==> config.mk <==
export PLATFORM = sky130hd
export DESIGN_NAME = differential_drive_mixer_ramp_top_flat
export DESIGN_NICKNAME = d
export VERILOG_FILES = /design/src/rtl/ddmr_pkg.sv /design/src/rtl/ddmr_in_if.sv /design/src/rtl/ddmr_out_if.sv /design/src/rtl/ddmr_ctrl.sv /design/src/rtl/ddmr_datapath.sv /design/src/rtl/differential_drive_mixer_ramp_top.sv /design/src/flat_wrapper.sv
export SDC_FILE = /design/constraint.sdc
export NUM_CORES = 1
export LEC_CHECK = 0
export BUFFER_PORTS_ARGS = -buffer_cell sky130_fd_sc_hd__clkbuf_2
export CORE_MARGIN = 3
export CORE_UTILIZATION = 59
export CTS_CLUSTER_DIAMETER = 120
export CTS_CLUSTER_SIZE = 28
export DETAILED_ROUTE_END_ITERATION = 8
export PLACE_DENSITY = 0.78
export SLEW_MARGIN = 40
export SYNTH_ARGS = -nofsm -noshare
export SYNTH_HDL_FRONTEND = slang
export SYNTH_SLANG_ARGS = --single-unit
==> constraint.sdc <==
create_clock -name clk_i -period 7.45 [get_ports clk_i]
set_input_delay 0.3725 -clock clk_i [delete_from_list [all_inputs] [get_ports clk_i]]
set_output_delay 0.3725 -clock clk_i [all_outputs]
set_load 0.05 [all_outputs]
==> src/rtl/ddmr_pkg.sv <==
// Shared types, codes and constants for the differential drive mixer with speed ramp.
// No dependencies; every other file imports this package.
`timescale 1ns / 1ps
`default_nettype none

package ddmr_pkg;

  localparam int CMD_W      = 3;
  localparam int DIR_W      = 2;
  localparam int TURN_W     = 8;
  localparam int SPEED_W    = 8;
  localparam int DRIVE_W    = 8;
  localparam int MAG_W      = 7;
  localparam int RATIO_W    = 9;
  localparam int PROD_W     = MAG_W + RATIO_W;
  localparam int CFG_IDX_W  = 2;
  localparam int CFG_DATA_W = 9;

  localparam logic [MAG_W-1:0]   MAX_SPEED_RST    = 7'd127;
  localparam logic [MAG_W-1:0]   NORMAL_SPEED_RST = 7'd80;
  localparam logic [RATIO_W-1:0] TURN_RATIO_RST   = 9'd64;
  localparam logic [MAG_W-1:0]   ACCEL_STEP_RST   = 7'd4;
  localparam logic [RATIO_W-1:0] RATIO_ONE        = 9'd256;

  typedef enum logic [CMD_W-1:0] {
    CMD_TICK       = 3'd0,
    CMD_SET_DIR    = 3'd1,
    CMD_SET_TURN   = 3'd2,
    CMD_SET_BOOST  = 3'd3,
    CMD_SET_SPEED  = 3'd4,
    CMD_SET_TARGET = 3'd5
  } ddmr_cmd_e;

  typedef enum logic [CFG_IDX_W-1:0] {
    CFG_MAX_SPEED    = 2'd0,
    CFG_NORMAL_SPEED = 2'd1,
    CFG_TURN_RATIO   = 2'd2,
    CFG_ACCEL_STEP   = 2'd3
  } ddmr_cfg_e;

  typedef enum logic [1:0] {
    ST_IDLE,
    ST_RATIO,
    ST_SPIN,
    ST_MIX
  } ddmr_state_e;

  typedef struct packed {
    logic [CMD_W-1:0]          command;
    logic signed [DIR_W-1:0]   dir_value;
    logic signed [TURN_W-1:0]  turn_value;
    logic                      boost_value;
    logic signed [SPEED_W-1:0] speed_value;
  } ddmr_item_t;

  typedef struct packed {
    logic accept;
    logic ratio_en;
    logic spin_en;
    logic mix_en;
  } ddmr_ctrl_t;

  typedef struct packed {
    logic tick_req;
  } ddmr_stat_t;

endpackage

`default_nettype wire

==> src/rtl/ddmr_in_if.sv <==
// Command channel: valid/ready handshake plus one command transaction.
// Depends on ddmr_pkg for field widths.
`timescale 1ns / 1ps
`default_nettype none

interface ddmr_in_if import ddmr_pkg::*; ();
  logic                      valid;
  logic                      ready;
  logic [CMD_W-1:0]          command;
  logic signed [DIR_W-1:0]   dir_value;
  logic signed [TURN_W-1:0]  turn_value;
  logic                      boost_value;
  logic signed [SPEED_W-1:0] speed_value;

  modport source (output valid, command, dir_value, turn_value, boost_value, speed_value,
                  input ready);
  modport sink (input valid, command, dir_value, turn_value, boost_value, speed_value,
                output ready);
endinterface

`default_nettype wire

==> src/rtl/ddmr_out_if.sv <==
// Drive channel: valid/ready handshake plus signed left and right wheel speeds.
// Depends on ddmr_pkg for field widths.
`timescale 1ns / 1ps
`default_nettype none

interface ddmr_out_if import ddmr_pkg::*; ();
  logic                      valid;
  logic                      ready;
  logic signed [DRIVE_W-1:0] left_drive;
  logic signed [DRIVE_W-1:0] right_drive;

  modport source (output valid, left_drive, right_drive, input ready);
  modport sink (input valid, left_drive, right_drive, output ready);
endinterface

`default_nettype wire

==> src/rtl/ddmr_ctrl.sv <==
// Sequencer for the drive mixer: accepts transactions, steps a tick through
// ratio, spin and mix, and owns the output valid. Depends on ddmr_pkg.
`timescale 1ns / 1ps
`default_nettype none

module ddmr_ctrl import ddmr_pkg::*; (
  input  logic       clk_i,
  input  logic       rst_ni,
  input  logic       in_valid_i,
  output logic       in_ready_o,
  output logic       out_valid_o,
  input  logic       out_ready_i,
  input  ddmr_stat_t stat_i,
  output ddmr_ctrl_t ctrl_o
);

  ddmr_state_e state_q, state_d;
  logic        out_valid_q, out_valid_d;
  logic        out_free;

  always_ff @(posedge clk_i or negedge rst_ni) begin
    if (!rst_ni) begin
      state_q     <= ST_IDLE;
      out_valid_q <= 1'b0;
    end else begin
      state_q     <= state_d;
      out_valid_q <= out_valid_d;
    end
  end

  assign out_free = !out_valid_q || out_ready_i;

  always_comb begin
    state_d         = state_q;
    ctrl_o          = '0;
    in_ready_o      = 1'b0;
    unique case (state_q)
      ST_IDLE: begin
        in_ready_o    = 1'b1;
        ctrl_o.accept = in_valid_i;
        if (in_valid_i && stat_i.tick_req) begin
          state_d = ST_RATIO;
        end
      end
      ST_RATIO: begin
        ctrl_o.ratio_en = 1'b1;
        state_d         = ST_SPIN;
      end
      ST_SPIN: begin
        ctrl_o.spin_en = 1'b1;
        state_d        = ST_MIX;
      end
      ST_MIX: begin
        if (out_free) begin
          ctrl_o.mix_en = 1'b1;
          state_d       = ST_IDLE;
        end
      end
      default: state_d = ST_IDLE;
    endcase
  end

  always_comb begin
    if (ctrl_o.mix_en) begin
      out_valid_d = 1'b1;
    end else if (out_ready_i) begin
      out_valid_d = 1'b0;
    end else begin
      out_valid_d = out_valid_q;
    end
  end

  assign out_valid_o = out_valid_q;

  a_tick_starts: assert property (@(posedge clk_i) disable iff (!rst_ni)
    ctrl_o.accept && stat_i.tick_req |=> state_q == ST_RATIO)
    else $error("tick did not start the sequence");

  a_mix_loads: assert property (@(posedge clk_i) disable iff (!rst_ni)
    state_q == ST_MIX && out_free |=> out_valid_q && state_q == ST_IDLE)
    else $error("mix did not load the output");

  a_valid_from_mix: assert property (@(posedge clk_i) disable iff (!rst_ni)
    $rose(out_valid_q) |-> $past(state_q == ST_MIX))
    else $error("output valid without a mix step");

  a_no_accept_busy: assert property (@(posedge clk_i) disable iff (!rst_ni)
    state_q != ST_IDLE |-> !ctrl_o.accept)
    else $error("transaction accepted mid-sequence");

endmodule

`default_nettype wire

==> src/rtl/ddmr_datapath.sv <==
// Datapath for the drive mixer: settings, motion state, shared 7x9 multiplier,
// divide-by-127 correction and the output registers. Depends on ddmr_pkg.
`timescale 1ns / 1ps
`default_nettype none

module ddmr_datapath import ddmr_pkg::*; (
  input  logic                      clk_i,
  input  logic                      rst_ni,
  input  logic                      cfg_we_i,
  input  logic [CFG_IDX_W-1:0]      cfg_idx_i,
  input  logic [CFG_DATA_W-1:0]     cfg_data_i,
  input  ddmr_item_t                item_i,
  input  ddmr_ctrl_t                ctrl_i,
  output ddmr_stat_t                stat_o,
  output logic signed [DRIVE_W-1:0] left_o,
  output logic signed [DRIVE_W-1:0] right_o
);

  function automatic logic [RATIO_W-1:0] div127(input logic [PROD_W-2:0] x);
    logic [PROD_W+5:0] t;
    logic [7:0]        q;
    logic [PROD_W-1:0] qm;
    logic [PROD_W-1:0] r;
    t  = {7'd0, x} + {x, 7'd0};
    q  = t[PROD_W+5:PROD_W-2];
    qm = {1'b0, q, 7'd0} - {8'd0, q};
    r  = {1'b0, x} - qm;
    div127 = (r >= 16'd127) ? ({1'b0, q} + 9'd1) : {1'b0, q};
  endfunction

  function automatic logic signed [7:0] clamp8(input logic signed [7:0] v);
    clamp8 = (v == 8'sh80) ? 8'sh81 : v;
  endfunction

  function automatic logic [7:0] abs8(input logic signed [7:0] v);
    abs8 = v[7] ? 8'(-v) : 8'(v);
  endfunction

  logic [MAG_W-1:0]          max_q, normal_q, step_q;
  logic [RATIO_W-1:0]        tratio_q;

  logic signed [SPEED_W-1:0] tgt_q, tgt_d, cur_q, cur_d;
  logic signed [TURN_W-1:0]  turn_q, turn_d;
  logic signed [DIR_W-1:0]   dir_q, dir_d;
  logic                      boost_q, boost_d;

  logic [PROD_W-1:0]         prod_q;
  logic [RATIO_W-1:0]        ratio_q;
  logic [MAG_W-1:0]          spin_q;
  logic signed [DRIVE_W-1:0] left_q, right_q, left_d, right_d;

  logic signed [DIR_W-1:0]   dir_c;
  logic signed [7:0]         mag_s, dir_tgt;
  logic                      opposite;
  logic signed [8:0]         step_s, sum_s;
  logic signed [7:0]         ramp_s, cur_tick;
  logic [MAG_W-1:0]          turn_abs, cur_abs, spin_mag;
  logic [RATIO_W-1:0]        rq_eff, ratio_inv;
  logic [MAG_W-1:0]          mul_a;
  logic [RATIO_W-1:0]        mul_b;
  logic [PROD_W-1:0]         prod_d;
  logic signed [7:0]         inner_s, spin_s;

  always_ff @(posedge clk_i or negedge rst_ni) begin
    if (!rst_ni) begin
      max_q    <= MAX_SPEED_RST;
      normal_q <= NORMAL_SPEED_RST;
      tratio_q <= TURN_RATIO_RST;
      step_q   <= ACCEL_STEP_RST;
    end else if (cfg_we_i) begin
      unique case (cfg_idx_i)
        CFG_MAX_SPEED:    max_q    <= cfg_data_i[MAG_W-1:0];
        CFG_NORMAL_SPEED: normal_q <= cfg_data_i[MAG_W-1:0];
        CFG_TURN_RATIO:   tratio_q <= cfg_data_i[RATIO_W-1:0];
        CFG_ACCEL_STEP:   step_q   <= cfg_data_i[MAG_W-1:0];
        default: ;
      endcase
    end
  end

  assign stat_o.tick_req = (item_i.command == CMD_TICK);

  // direction decode and target
  assign dir_c = (item_i.dir_value == 2'sb10) ? 2'sb11 : item_i.dir_value;
  assign mag_s = $signed({1'b0, (boost_q ? max_q : normal_q)});
  always_comb begin
    case (dir_c)
      2'sb01:  dir_tgt = mag_s;
      2'sb11:  dir_tgt = -mag_s;
      default: dir_tgt = 8'sd0;
    endcase
  end
  assign opposite = (dir_c == 2'sb01 && dir_q == 2'sb11) ||
                    (dir_c == 2'sb11 && dir_q == 2'sb01);

  // ramp toward target, saturating
  always_comb begin
    case (dir_q)
      2'sb01:  step_s = $signed({2'b00, step_q});
      2'sb11:  step_s = -$signed({2'b00, step_q});
      default: step_s = 9'sd0;
    endcase
  end
  assign sum_s  = $signed({cur_q[7], cur_q}) + step_s;
  assign ramp_s = (sum_s > 9'sd127) ? 8'sd127 :
                  (sum_s < -9'sd127) ? -8'sd127 : sum_s[7:0];
  assign cur_tick = (abs8(cur_q) < abs8(tgt_q)) ? ramp_s : tgt_q;

  always_comb begin
    tgt_d   = tgt_q;
    cur_d   = cur_q;
    turn_d  = turn_q;
    dir_d   = dir_q;
    boost_d = boost_q;
    if (ctrl_i.accept) begin
      case (item_i.command)
        CMD_TICK: cur_d = cur_tick;
        CMD_SET_DIR: begin
          tgt_d = dir_tgt;
          dir_d = dir_c;
          if (dir_c == 2'sb00) begin
            cur_d = 8'sd0;
          end else if (boost_q || opposite) begin
            cur_d = dir_tgt;
          end
        end
        CMD_SET_TURN:   turn_d  = clamp8(item_i.turn_value);
        CMD_SET_BOOST:  boost_d = item_i.boost_value;
        CMD_SET_SPEED:  cur_d   = clamp8(item_i.speed_value);
        CMD_SET_TARGET: tgt_d   = clamp8(item_i.speed_value);
        default: ;
      endcase
    end
  end

  always_ff @(posedge clk_i or negedge rst_ni) begin
    if (!rst_ni) begin
      tgt_q   <= '0;
      cur_q   <= '0;
      turn_q  <= '0;
      dir_q   <= '0;
      boost_q <= 1'b0;
    end else begin
      tgt_q   <= tgt_d;
      cur_q   <= cur_d;
      turn_q  <= turn_d;
      dir_q   <= dir_d;
      boost_q <= boost_d;
    end
  end

  // shared multiplier: turn*(1-ratio), turn*normal, |speed|*ratio
  assign turn_abs  = MAG_W'(abs8(turn_q));
  assign cur_abs   = MAG_W'(abs8(cur_q));
  assign rq_eff    = (tratio_q > RATIO_ONE) ? RATIO_ONE : tratio_q;
  assign ratio_inv = RATIO_ONE - rq_eff;

  always_comb begin
    mul_a = turn_abs;
    mul_b = ratio_inv;
    if (ctrl_i.ratio_en) begin
      mul_b = {2'b00, normal_q};
    end else if (ctrl_i.spin_en) begin
      mul_a = cur_abs;
      mul_b = ratio_q;
    end
  end
  assign prod_d = mul_a * mul_b;

  always_ff @(posedge clk_i) begin
    if (ctrl_i.accept || ctrl_i.ratio_en || ctrl_i.spin_en) begin
      prod_q <= prod_d;
    end
    if (ctrl_i.ratio_en) begin
      ratio_q <= RATIO_ONE - div127(prod_q[PROD_W-2:0]);
    end
    if (ctrl_i.spin_en) begin
      spin_q <= MAG_W'(div127(prod_q[PROD_W-2:0]));
    end
    if (ctrl_i.mix_en) begin
      left_q  <= left_d;
      right_q <= right_d;
    end
  end

  // mix
  assign inner_s  = cur_q[7] ? -$signed({1'b0, prod_q[PROD_W-2:8]})
                             : $signed({1'b0, prod_q[PROD_W-2:8]});
  assign spin_mag = boost_q ? max_q : spin_q;
  assign spin_s   = $signed({1'b0, spin_mag});

  always_comb begin
    if (cur_q == 8'sd0) begin
      if (turn_q > 8'sd0) begin
        left_d  = spin_s;
        right_d = -spin_s;
      end else if (turn_q < 8'sd0) begin
        left_d  = -spin_s;
        right_d = spin_s;
      end else begin
        left_d  = 8'sd0;
        right_d = 8'sd0;
      end
    end else if (turn_q[7]) begin
      left_d  = inner_s;
      right_d = cur_q;
    end else begin
      left_d  = cur_q;
      right_d = inner_s;
    end
  end

  assign left_o  = left_q;
  assign right_o = right_q;

  a_cur_range: assert property (@(posedge clk_i) disable iff (!rst_ni)
    cur_q != 8'sh80 && tgt_q != 8'sh80)
    else $error("speed left the symmetric range");

  a_turn_range: assert property (@(posedge clk_i) disable iff (!rst_ni)
    turn_q != 8'sh80)
    else $error("turn rate left the symmetric range");

  a_dir_range: assert property (@(posedge clk_i) disable iff (!rst_ni)
    dir_q != 2'sb10)
    else $error("direction holds an illegal code");

endmodule

`default_nettype wire

==> src/rtl/differential_drive_mixer_ramp_top.sv <==
// Top level of the differential drive mixer with speed ramp: joins the
// sequencer and the datapath. Depends on ddmr_pkg, ddmr_in_if and ddmr_out_if.
//
//   channel   direction  handshake       payload
//   in_if     sink       valid / ready   command, dir_value, turn_value, boost_value,
//                                        speed_value
//   out_if    source     valid / ready   left_drive, right_drive
//   cfg       input      cfg_we_i        cfg_idx_i, cfg_data_i
//
// A non-tick transaction is taken in the accept step alone; a tick steps through accept
// with ramp, ratio divide, spin divide and mix, paced by the single shared 7x9 multiplier.
// Reset restores the settings to their defaults and clears speed, target, turn,
// direction and boost. A stalled output holds the mix step; other commands are
// still taken while a result waits.
`timescale 1ns / 1ps
`default_nettype none

module differential_drive_mixer_ramp_top import ddmr_pkg::*; (
  input  logic                  clk_i,
  input  logic                  rst_ni,
  input  logic                  cfg_we_i,
  input  logic [CFG_IDX_W-1:0]  cfg_idx_i,
  input  logic [CFG_DATA_W-1:0] cfg_data_i,
  ddmr_in_if.sink               in_if,
  ddmr_out_if.source            out_if
);

  ddmr_item_t item;
  ddmr_ctrl_t ctrl;
  ddmr_stat_t stat;

  assign item.command     = in_if.command;
  assign item.dir_value   = in_if.dir_value;
  assign item.turn_value  = in_if.turn_value;
  assign item.boost_value = in_if.boost_value;
  assign item.speed_value = in_if.speed_value;

  ddmr_ctrl u_ctrl (
    .clk_i       (clk_i),
    .rst_ni      (rst_ni),
    .in_valid_i  (in_if.valid),
    .in_ready_o  (in_if.ready),
    .out_valid_o (out_if.valid),
    .out_ready_i (out_if.ready),
    .stat_i      (stat),
    .ctrl_o      (ctrl)
  );

  ddmr_datapath u_datapath (
    .clk_i      (clk_i),
    .rst_ni     (rst_ni),
    .cfg_we_i   (cfg_we_i),
    .cfg_idx_i  (cfg_idx_i),
    .cfg_data_i (cfg_data_i),
    .item_i     (item),
    .ctrl_i     (ctrl),
    .stat_o     (stat),
    .left_o     (out_if.left_drive),
    .right_o    (out_if.right_drive)
  );

endmodule

`default_nettype wire
==> src/flat_wrapper.sv <==
// flat-port wrapper written by rule: the top's interface ports become plain ports
module differential_drive_mixer_ramp_top_flat import ddmr_pkg::*;
  (clk_i, rst_ni, cfg_we_i, cfg_idx_i, cfg_data_i, in_if_valid, in_if_command, in_if_dir_value, in_if_turn_value, in_if_boost_value, in_if_speed_value, in_if_ready, out_if_valid, out_if_left_drive, out_if_right_drive, out_if_ready);
  ddmr_in_if in_if_i ();
  ddmr_out_if out_if_i ();
  input  logic clk_i;
  input  logic rst_ni;
  input  logic cfg_we_i;
  input  logic [CFG_IDX_W-1:0] cfg_idx_i;
  input  logic [CFG_DATA_W-1:0] cfg_data_i;
  input wire logic [$bits(in_if_i.valid)-1:0] in_if_valid;
  input wire logic [$bits(in_if_i.command)-1:0] in_if_command;
  input wire logic [$bits(in_if_i.dir_value)-1:0] in_if_dir_value;
  input wire logic [$bits(in_if_i.turn_value)-1:0] in_if_turn_value;
  input wire logic [$bits(in_if_i.boost_value)-1:0] in_if_boost_value;
  input wire logic [$bits(in_if_i.speed_value)-1:0] in_if_speed_value;
  output wire logic [$bits(in_if_i.ready)-1:0] in_if_ready;
  output wire logic [$bits(out_if_i.valid)-1:0] out_if_valid;
  output wire logic [$bits(out_if_i.left_drive)-1:0] out_if_left_drive;
  output wire logic [$bits(out_if_i.right_drive)-1:0] out_if_right_drive;
  input wire logic [$bits(out_if_i.ready)-1:0] out_if_ready;
  assign in_if_i.valid = in_if_valid;
  assign in_if_i.command = in_if_command;
  assign in_if_i.dir_value = in_if_dir_value;
  assign in_if_i.turn_value = in_if_turn_value;
  assign in_if_i.boost_value = in_if_boost_value;
  assign in_if_i.speed_value = in_if_speed_value;
  assign in_if_ready = in_if_i.ready;
  assign out_if_valid = out_if_i.valid;
  assign out_if_left_drive = out_if_i.left_drive;
  assign out_if_right_drive = out_if_i.right_drive;
  assign out_if_i.ready = out_if_ready;
  differential_drive_mixer_ramp_top u_core (.clk_i(clk_i), .rst_ni(rst_ni), .cfg_we_i(cfg_we_i), .cfg_idx_i(cfg_idx_i), .cfg_data_i(cfg_data_i), .in_if(in_if_i), .out_if(out_if_i));
endmodule
Word-level counts from Yosys, hierarchy flattened
Index checks and enable logic that the tools add are counted.

operators by class
  add/sub/neg operators = 14
  $mul = 1
  $lt $le $gt $ge = 7
  equal/unequal tests = 25
  mux-type cells = 43
  reduce and logical (&&, ||, !) cells = 27

operators with widths
  cell                                                                 number
  2-to-1 mux 8 bit                                                     17
  2-to-1 mux 7 bit                                                     6
  2-to-1 mux 9 bit                                                     4
  case mux 8 bit (2 select lines)                                      2
  negation 7 -> 8 bit                                                  3
  case mux 8 bit (3 select lines)                                      1
  adder 15 x 22 -> 22 bit                                              1
  == test 2 bit (second input constant)                                9
  case mux 9 bit (2 select lines)                                      1
  AND reduction 2 bit                                                  9
  subtractor 9 bit (first input constant)                              2
  == test 8 bit (second input constant)                                2
  greater-or-equal comparator 16 x 7 -> 1 bit (second input constant)  1
  negation 8 bit                                                       2
  subtractor 15 x 16 -> 16 bit                                         1
  subtractor 15 x 8 -> 16 bit                                          1
  multiplier 7 x 9 -> 15 bit                                           1
  == test 2 x 1 -> 1 bit (second input constant)                       6
  adder 8 x 1 -> 9 bit (second input constant)                         1
  adder 8 x 9 -> 9 bit                                                 1
  greater-than comparator 9 x 8 -> 1 bit (second input constant)       1
  greater-than comparator 9 bit (second input constant)                1
  less-than comparator 9 x 8 -> 1 bit (second input constant)          1
  negation 7 -> 9 bit                                                  1
  other kinds (21)                                                     42

word-level totals
  bits in registers = 107
  input bits = 38
  output and inout port bits = 18
  logic and storage cells = 133

Depth between registers and ports, before layout
Gate-level depths: netlist of run 1.

  depth after elaboration = 9
  depth in mapped cells = 29
  depth with buffers taken out = 28

By module
A second synthesis of run 1 with hierarchy kept.

second synthesis, totals
  cell total of the unflattened synthesis = 1,146
  area, all modules = 10,289.9 µm²

modules (own cells, without submodules)
  module         instances  cells an instance  area each (µm²)  sequential area each (µm²)
  ddmr_datapath  1          1,125              10,055.9         2,851.5
  ddmr_ctrl      1          21                 234.0            75.1

Worst setup path before layout of run 1
No wires, ideal clock.

  kind = register to register
  from = register u_core.u_ctrl.state_q[0]
  to = register u_core.u_datapath.prod_q[14], data pin
  library setup time = 0.260 ns
  arrival time = 6.012 ns
  data required time = 7.190 ns
  path slack = 1.179 ns
  stages on the path, launching flop included = 27
  buffers on the path = 2
  period minus slack after synthesis = 6.271 ns
  cell sequence = dfrtp_1 inv_1 ha_1 clkbuf_1 nor2b_1 clkbuf_1 nor2_1 a21oi_1 nor2_1 fa_1 inv_1 fa_1 inv_1 fa_1 inv_1 fa_1 inv_1 ha_1 inv_1 o21bai_1 a21oi_1 o21bai_1 a21oi_1 nor2b_1 o21a_1 o41a_1 xnor2_1

between the ends
  longest elaborated chain between the ends = 5
  elaborated cells on any way between the ends = 9
  classes of those cells = 1 x mul; 2 x eq/ne; 6 x mux

ends and longest elaborated chain
  element                                               line                  RTL
  start, declared                                       ddmr_ctrl.sv:17       ddmr_state_e state_q, state_d;
  start signal, assigned                                ddmr_ctrl.sv:26       state_q <= state_d;
  == test 2 bit                                         ddmr_ctrl.sv:37       unique case (state_q)
  2-to-1 mux 1 bit                                      ddmr_ctrl.sv:37
  2-to-1 mux 7 bit or 2-to-1 mux 9 bit (tied branches)  ddmr_datapath.sv:163  end else if (ctrl_i.spin_en) begin
  2-to-1 mux 7 bit or 2-to-1 mux 9 bit (tied branches)  ddmr_datapath.sv:161  if (ctrl_i.ratio_en) begin
  multiplier 7 x 9 -> 15 bit *                          ddmr_datapath.sv:168  assign prod_d = mul_a * mul_b;
  named net u_core.u_datapath.prod_d[14]                ddmr_datapath.sv:61   logic [PROD_W-1:0] prod_d;
  end signal, assigned                                  ddmr_datapath.sv:172  prod_q <= prod_d;
  end, declared                                         ddmr_datapath.sv:47   logic [PROD_W-1:0] prod_q;

The timed path passes the listed nets; every way through them passes the cells marked *.
A chain may end at the register's enable or synchronous reset.

Worst setup path in the final report of run 1
  from = register u_core.u_datapath.prod_q[8]
  to = register u_core.u_datapath.ratio_q[6], data pin

between the ends
  longest elaborated chain between the ends = 6
  elaborated cells on any way between the ends = 7
  classes of those cells = 5 x add/sub; 1 x order compare; 1 x mux

ends and longest elaborated chain
  element                                      line                  RTL
  adder 15 x 22 -> 22 bit                      ddmr_datapath.sv:24   t = {7'd0, x} + {x, 7'd0};
  subtractor 15 x 8 -> 16 bit                  ddmr_datapath.sv:26   qm = {1'b0, q, 7'd0} - {8'd0, q};
  subtractor 15 x 16 -> 16 bit                 ddmr_datapath.sv:27   r = {1'b0, x} - qm;
  greater-or-equal comparator 16 x 7 -> 1 bit  ddmr_datapath.sv:28   div127 = (r >= 16'd127) ? ({1'b0, q} + 9'd1) : {1'b0, q};
  2-to-1 mux 9 bit *                           n/a
  subtractor 9 bit *                           ddmr_datapath.sv:175  ratio_q <= RATIO_ONE - div127(prod_q[PROD_W-2:0]);
  end signal, assigned                         ddmr_datapath.sv:175
  end, declared                                ddmr_datapath.sv:48   logic [RATIO_W-1:0] ratio_q;

Mark *: on every way between the ends. The rest lies on a longest branch, timed or not.

==> flow_summary.ini, run 1 <==
[synthesis]
synthArstFlopShare_pct = 56.1
synthTopCellsByArea = edfxtp_1 (14%), dfrtp_1 (12%), ha_1 (12%)
synth_compound_area_share_pct = 15.5
yosysTopAreaCell = edfxtp_1
synthMuxAreaShare_pct = 7.54
synth_cell_types = 74
syn-num-nets = 1323
yosysMostFrequentCell = nor2_1
syn_inst = 1153
synthTopCellsByCount = nor2_1 (119), inv_1 (106), ha_1 (97)
synth-adder-area-share_pct = 18.9
synth_warnings = 0
synth_top_area_share_pct = 13.8
yosys.area_share.simple_pct = 16.7
synth_top_family_by_area = adder cells
synth_xor_area_share_pct = 7.51
yosys_register_bits = 107
syn_area_sq_um = 10300
synth-main-ff-cell = dfrtp_1
avgSynthCellArea_sq_um = 8.89
synth_seq_area_share_pct = 28.5
synth_edf_count = 47

[grt]
antenna_found_initial = 0
overflow = 0
grt_pass1_wl_mm = 41.2
grt_use_total_pct = 27.5
grt_pass1_vias = 8266
grt_max_degree = 61

[timing]
slew_headroom_pct = 45.8
setup_ws_ns = 0.655
rsz0062_at_grt = no
fin_crit_sh_pct = 91.2
hold_violations = 0
finalSetupTns_ns = 0
slew_viol_final = 0
fin_crit_ns = 6.79
tightest_slew_ns = 0.813
fin_skew_ns = 0.0116
fmax_mhz = 147
setup_viol = 0

[floorplan]
core.rowCount = 47
die_w_microns = 138
ios = 56
fp.coreArea_sq_um = 16800
die_h_microns = 138
initial_core_util_pct = 61.0
die_area_sq_um = 19000

[run]
maxCapViolCount = 0

[critical_path]
cp-start-kind = flop
arrival_ns = 6.90
crit_fanout = 12
max_stage_delay_ns = 0.58
crit_required_ns = 7.56
worstSetupPathType = reg -> reg
crit_top_cell = ha_1
slowest_stage = edfxtp_1
endpoint_kind = flop

[outcome]
status = finished, final reports clean

[drt]
wl_met1_mm = 11.0
ant_nets = 0
dr.max_layer_used = met4
wl_met2_mm = 11.7
num_vias = 8636
wl_per_cell_microns = 17.9
dr.pass1.iters = 5
viasPerCell = 6.10
initialDrtViolationCount = 818
routed_wl_mm = 25.3
drc = 0
wl_met3_mm = 1.73

[clock_tree]
root_buffer = clkbuf_16
cts_resized = 0
htreeDepth = 3
worstSkewPairLatency_ns = 0.37
cts_buffer_depth = 2
cts_tree = done
cts_hold_buf = 0
cts_setup_buffers = 0
cts_buffers = 9
clock-sinks = 107
path_clk_slew_ns = 0.08

[final_layout]
syn_to_final_growth_pct = 8.19
drive_above_1_share_pct = 14.0
regArea_sq_um = 2930
fill_cells = 1367
nets = 1361
diodes = 0
multi_input_area_sq_um = 6820

[place]
dp_hpwl_mm = 19.7
gp_routability_congestion = 0.970
pre_cts_ws_ns = 0.748
port_buffers = 55

[hold_path]
holdCritPathClass = in -> async
## placed cells by master, fill, tap and decap left out, types with 9 or more instances in the layout
cell	netlist	final
clkbuf_16	0	9
xor2_1	25	25
fa_1	35	35
and3_1	9	9
buf_4	1	9
xnor2_1	61	60
mux2i_1	30	29
nand2b_1	13	13
edfxtp_1	47	47
nor3_1	35	35
clkbuf_2	0	55
a31oi_1	9	9
o21ai_0	65	65
nor2_1	119	119
or3_1	10	10
a211oi_1	10	10
mux2_2	40	40
inv_1	106	106
dfrtp_1	49	49
nand3_1	15	15
ha_1	97	97
nor2b_1	10	9
dfstp_2	11	11
a21o_1	12	12
o21ai_1	9	9
a21oi_1	71	68
o31ai_1	11	11
and2_1	10	10
nor4_1	10	9
nand2_1	84	84
or2_2	18	18
## sequential cells by signal (all words and copies together), names as in the netlist
signal / cells
u_core.u_ctrl.out_valid_o: 1
u_core.u_datapath.boost_q: 1
u_core.u_datapath.dir_q: 2
u_core.u_datapath.tgt_q: 8
u_core.u_datapath.cur_q: 8
u_core.u_datapath.tratio_q: 9
u_core.u_datapath.step_q: 7
u_core.u_datapath.normal_q: 7
u_core.u_ctrl.state_q: 2
u_core.u_datapath.prod_q: 15
u_core.u_datapath.ratio_q: 9
u_core.u_datapath.turn_q: 8
u_core.u_datapath.max_q: 7
u_core.u_datapath.spin_q: 7
u_core.u_datapath.left_o: 8
u_core.u_datapath.right_o: 8
## per-layer routing
layer | global-route usage [%] | vias to the layer above
li1 | - | 4136
met1 | 37.8 | 4096
met2 | 43.6 | 328
met3 | 4.64 | 76
met4 | 10.2 | 0
met5 | 0 | -
## critical path: cells and delay by family (launching register included)
kind / cells / cell delay (ns)
muxes: 1 / 0.26
and+or+nand+nor: 6 / 1.72
DFF: 1 / 0.58
xor gates and xnor gates: 1 / 0.17
adders and majority gates: 5 / 1.77
AOI/OAI and AO/OA: 9 / 1.60
buffers and inverters: 4 / 0.44
## worst paths after layout
kind,to,cells past startpoint,start,slack (ns)
worst max-delay path,u_core.u_datapath.ratio_q[6],26,u_core.u_datapath.prod_q[8],0.66
worst min-delay path,u_core.u_datapath.turn_q[3],2,rst_ni,0.06
worst max register to register,u_core.u_datapath.ratio_q[6],26,u_core.u_datapath.prod_q[8],0.66
worst min register to register,u_core.u_ctrl.out_valid_o,2,u_core.u_ctrl.out_valid_o,0.54
max in group asynchronous,u_core.u_datapath.tratio_q[1],2,rst_ni,6.98
min in group clk_i,u_core.u_datapath.tratio_q[7],2,cfg_data_i[7],0.23
## final cells by class
class                   count  area share, %
multi-input cells         901           61.5
clock inverters             7          0.801
flip-flops and latches    107           26.4
repair buffers             65           3.19
clock buffers               9           2.03
inverters                 107           3.62
well taps                 220           2.48
## cell families (layout without fill, tap and decap cells)
logic type | count (synthesis) | count (layout)
and+or+nand+nor | 357 | 357
xor gates and xnor gates | 87 | 87
DFF | 107 | 107
AOI/OAI and AO/OA | 252 | 252
buffers and inverters | 145 | 188
muxes | 71 | 71
adders and majority gates | 134 | 134
## per-stage QoR
step	hold WS [ns]	std cells	area, sq um	util, %
2_1_floorplan	0.0769	1153	10300	-
3_3_place_gp	0.505	1400	10700	63.8
3_5_place_dp	0.532	1400	10800	64.0
4_1_cts	0.184	1416	11100	65.8
5_1_grt	0.112	1416	11100	66.0
6_report	0.0556	1416	11100	66.0
Power of run 1 is not shown: default switching activity piles up to over one toggle a cycle in this logic, so the estimate is an artifact.
==> run 2, diff against run 1 <==
- CELL_PAD_IN_SITES_DETAIL_PLACEMENT: not set -> 1
- CELL_PAD_IN_SITES_GLOBAL_PLACEMENT: not set -> 2
- CORE_UTILIZATION: 59 -> 40
- PLACE_DENSITY: 0.78 -> 0.84
==> flow_summary.ini, run 2 (synthesis gave the netlist of run 1 again) <==
[timing]
fmax_mhz = 149
hold_violations = 0
fin_skew_ns = 0.0114
fin_crit_ns = 6.70
setup_viol = 0
fin_crit_sh_pct = 89.9
slew_viol_final = 0
tightest_slew_ns = 0.838
rsz0062_at_grt = no
slew_headroom_pct = 43.8
finalSetupTns_ns = 0

[clock_tree]
worstSkewPairLatency_ns = 0.37
root_buffer = clkbuf_16
path_clk_slew_ns = 0.08
cts_buffer_depth = 2
cts_hold_buf = 0
cts_buffers = 9
clock-sinks = 107
htreeDepth = 3
cts_tree = done

[drt]
num_vias = 8501
wl_per_cell_microns = 19.2
viasPerCell = 5.56
drc = 0
initialDrtViolationCount = 419
routed_wl_mm = 29.3
ant_nets = 0
dr.pass1.iters = 5

[grt]
top_usage_layer = met2
use_met1_pct = 29.4
overflow = 0
grtUsageMet2_pct = 36.9
grt_pass1_wl_mm = 48.0
grt_pass1_vias = 8816
use_met3_pct = 2.17
grt_use_total_pct = 21.4
grt_max_degree = 61
antenna_found_initial = 0

[critical_path]
path_depth = 25
slowest_stage = edfxtp_1
startpoint = u_core.u_datapath.prod_q[9]
crit-reg2reg-launch = u_core.u_datapath.prod_q[9]
worst-r2r-cell-count = 25
arrival_ns = 6.80
cp-start-kind = flop
cp_top_family = adder cells
endpoint = u_core.u_datapath.ratio_q[6]
crit_top_cell = ha_1
reg2reg_to = u_core.u_datapath.ratio_q[6]
worstSetupPathType = reg -> reg
crit_required_ns = 7.55
crit_buf_inv = 4
crit_fanout = 12
endpoint_kind = flop
reg2reg_slack_ns = 0.75
max_stage_delay_ns = 0.58

[place]
gp_routability_congestion = 0.851
port_buffers = 55
dp_hpwl_mm = 23.7

[final_layout]
diodes = 0
final_cell_mix = nor2_1 (119), inv_1 (106), ha_1 (97)
top_regs = u_core.u_datapath.prod_q x15, u_core.u_datapath.ratio_q x9, u_core.u_datapath.tratio_q x9
layout_commonest_cell = nor2_1
largest_reg_flops = 15
syn_to_final_growth_pct = 9.71
nets = 1369
regMostFlops = u_core.u_datapath.prod_q
drive_above_1_share_pct = 14.3

[floorplan]
ios = 56
die_area_sq_um = 27600
fp.coreArea_sq_um = 24700
core.rowCount = 57
die_w_microns = 166
die_h_microns = 166
initial_core_util_pct = 41.4

[hold_path]
holdCritPathClass = in -> async

[run]
maxCapViolCount = 0

[outcome]
status = finished, final reports clean
==> run 2: layer usage <==
metal | up-vias | wire [microns]
met2 | 117 | 14400
met4 | 0 | 357
met3 | 26 | 759
met1 | 4210 | 13800
li1 | 4148 | -
met5 | - | 0
==> run 2: layout make-up <==
| cell class | count | area (sq um) |
|---|---|---|
| clock buffers | 9 | 225 |
| clock inverters | 7 | 81.3 |
| fillers | 2938 | 13500 |
| inverters | 107 | 402 |
| multi-input cells | 901 | 6790 |
| flip-flops and latches | 107 | 2930 |
| well taps | 324 | 405 |
| repair buffers | 73 | 414 |
==> run 2: what timing repair did <==
item	in CTS	in global routing
hold endpoints to repair	0	0
resized for setup	0	0
setup buffers	0	2
setup endpoints to repair	0	1
==> run 2: how the worst min path moves through the flow <==
| stage | end | slack [ns] |
|---|---|---|
| 3_5_place_dp | u_core.u_ctrl.out_valid_o | 0.53 |
| 2_1_floorplan | u_core.u_ctrl.out_valid_o | 0.08 |
| 5_1_grt | u_core.u_datapath.turn_q[7] | 0.14 |
| 4_1_cts | u_core.u_datapath.turn_q[5] | 0.21 |
| 3_3_place_gp | u_core.u_ctrl.out_valid_o | 0.51 |
| 6_report | u_core.u_datapath.turn_q[2] | 0.08 |
==> run 2: per-stage QoR <==
step	instance area (sq um)	hold slack (ns)	instances	util (%)	worst slack [ns]
2_1_floorplan	10300	0.0769	1153	-	1.18
5_1_grt	11200	0.138	1528	45.5	0.214
4_1_cts	11200	0.213	1526	45.4	0.550
3_3_place_gp	10900	0.509	1510	44.1	0.946
6_report	11200	0.0811	1528	45.5	0.753
3_5_place_dp	10900	0.528	1510	44.1	0.646
Power of run 2 is left out for the same reason.
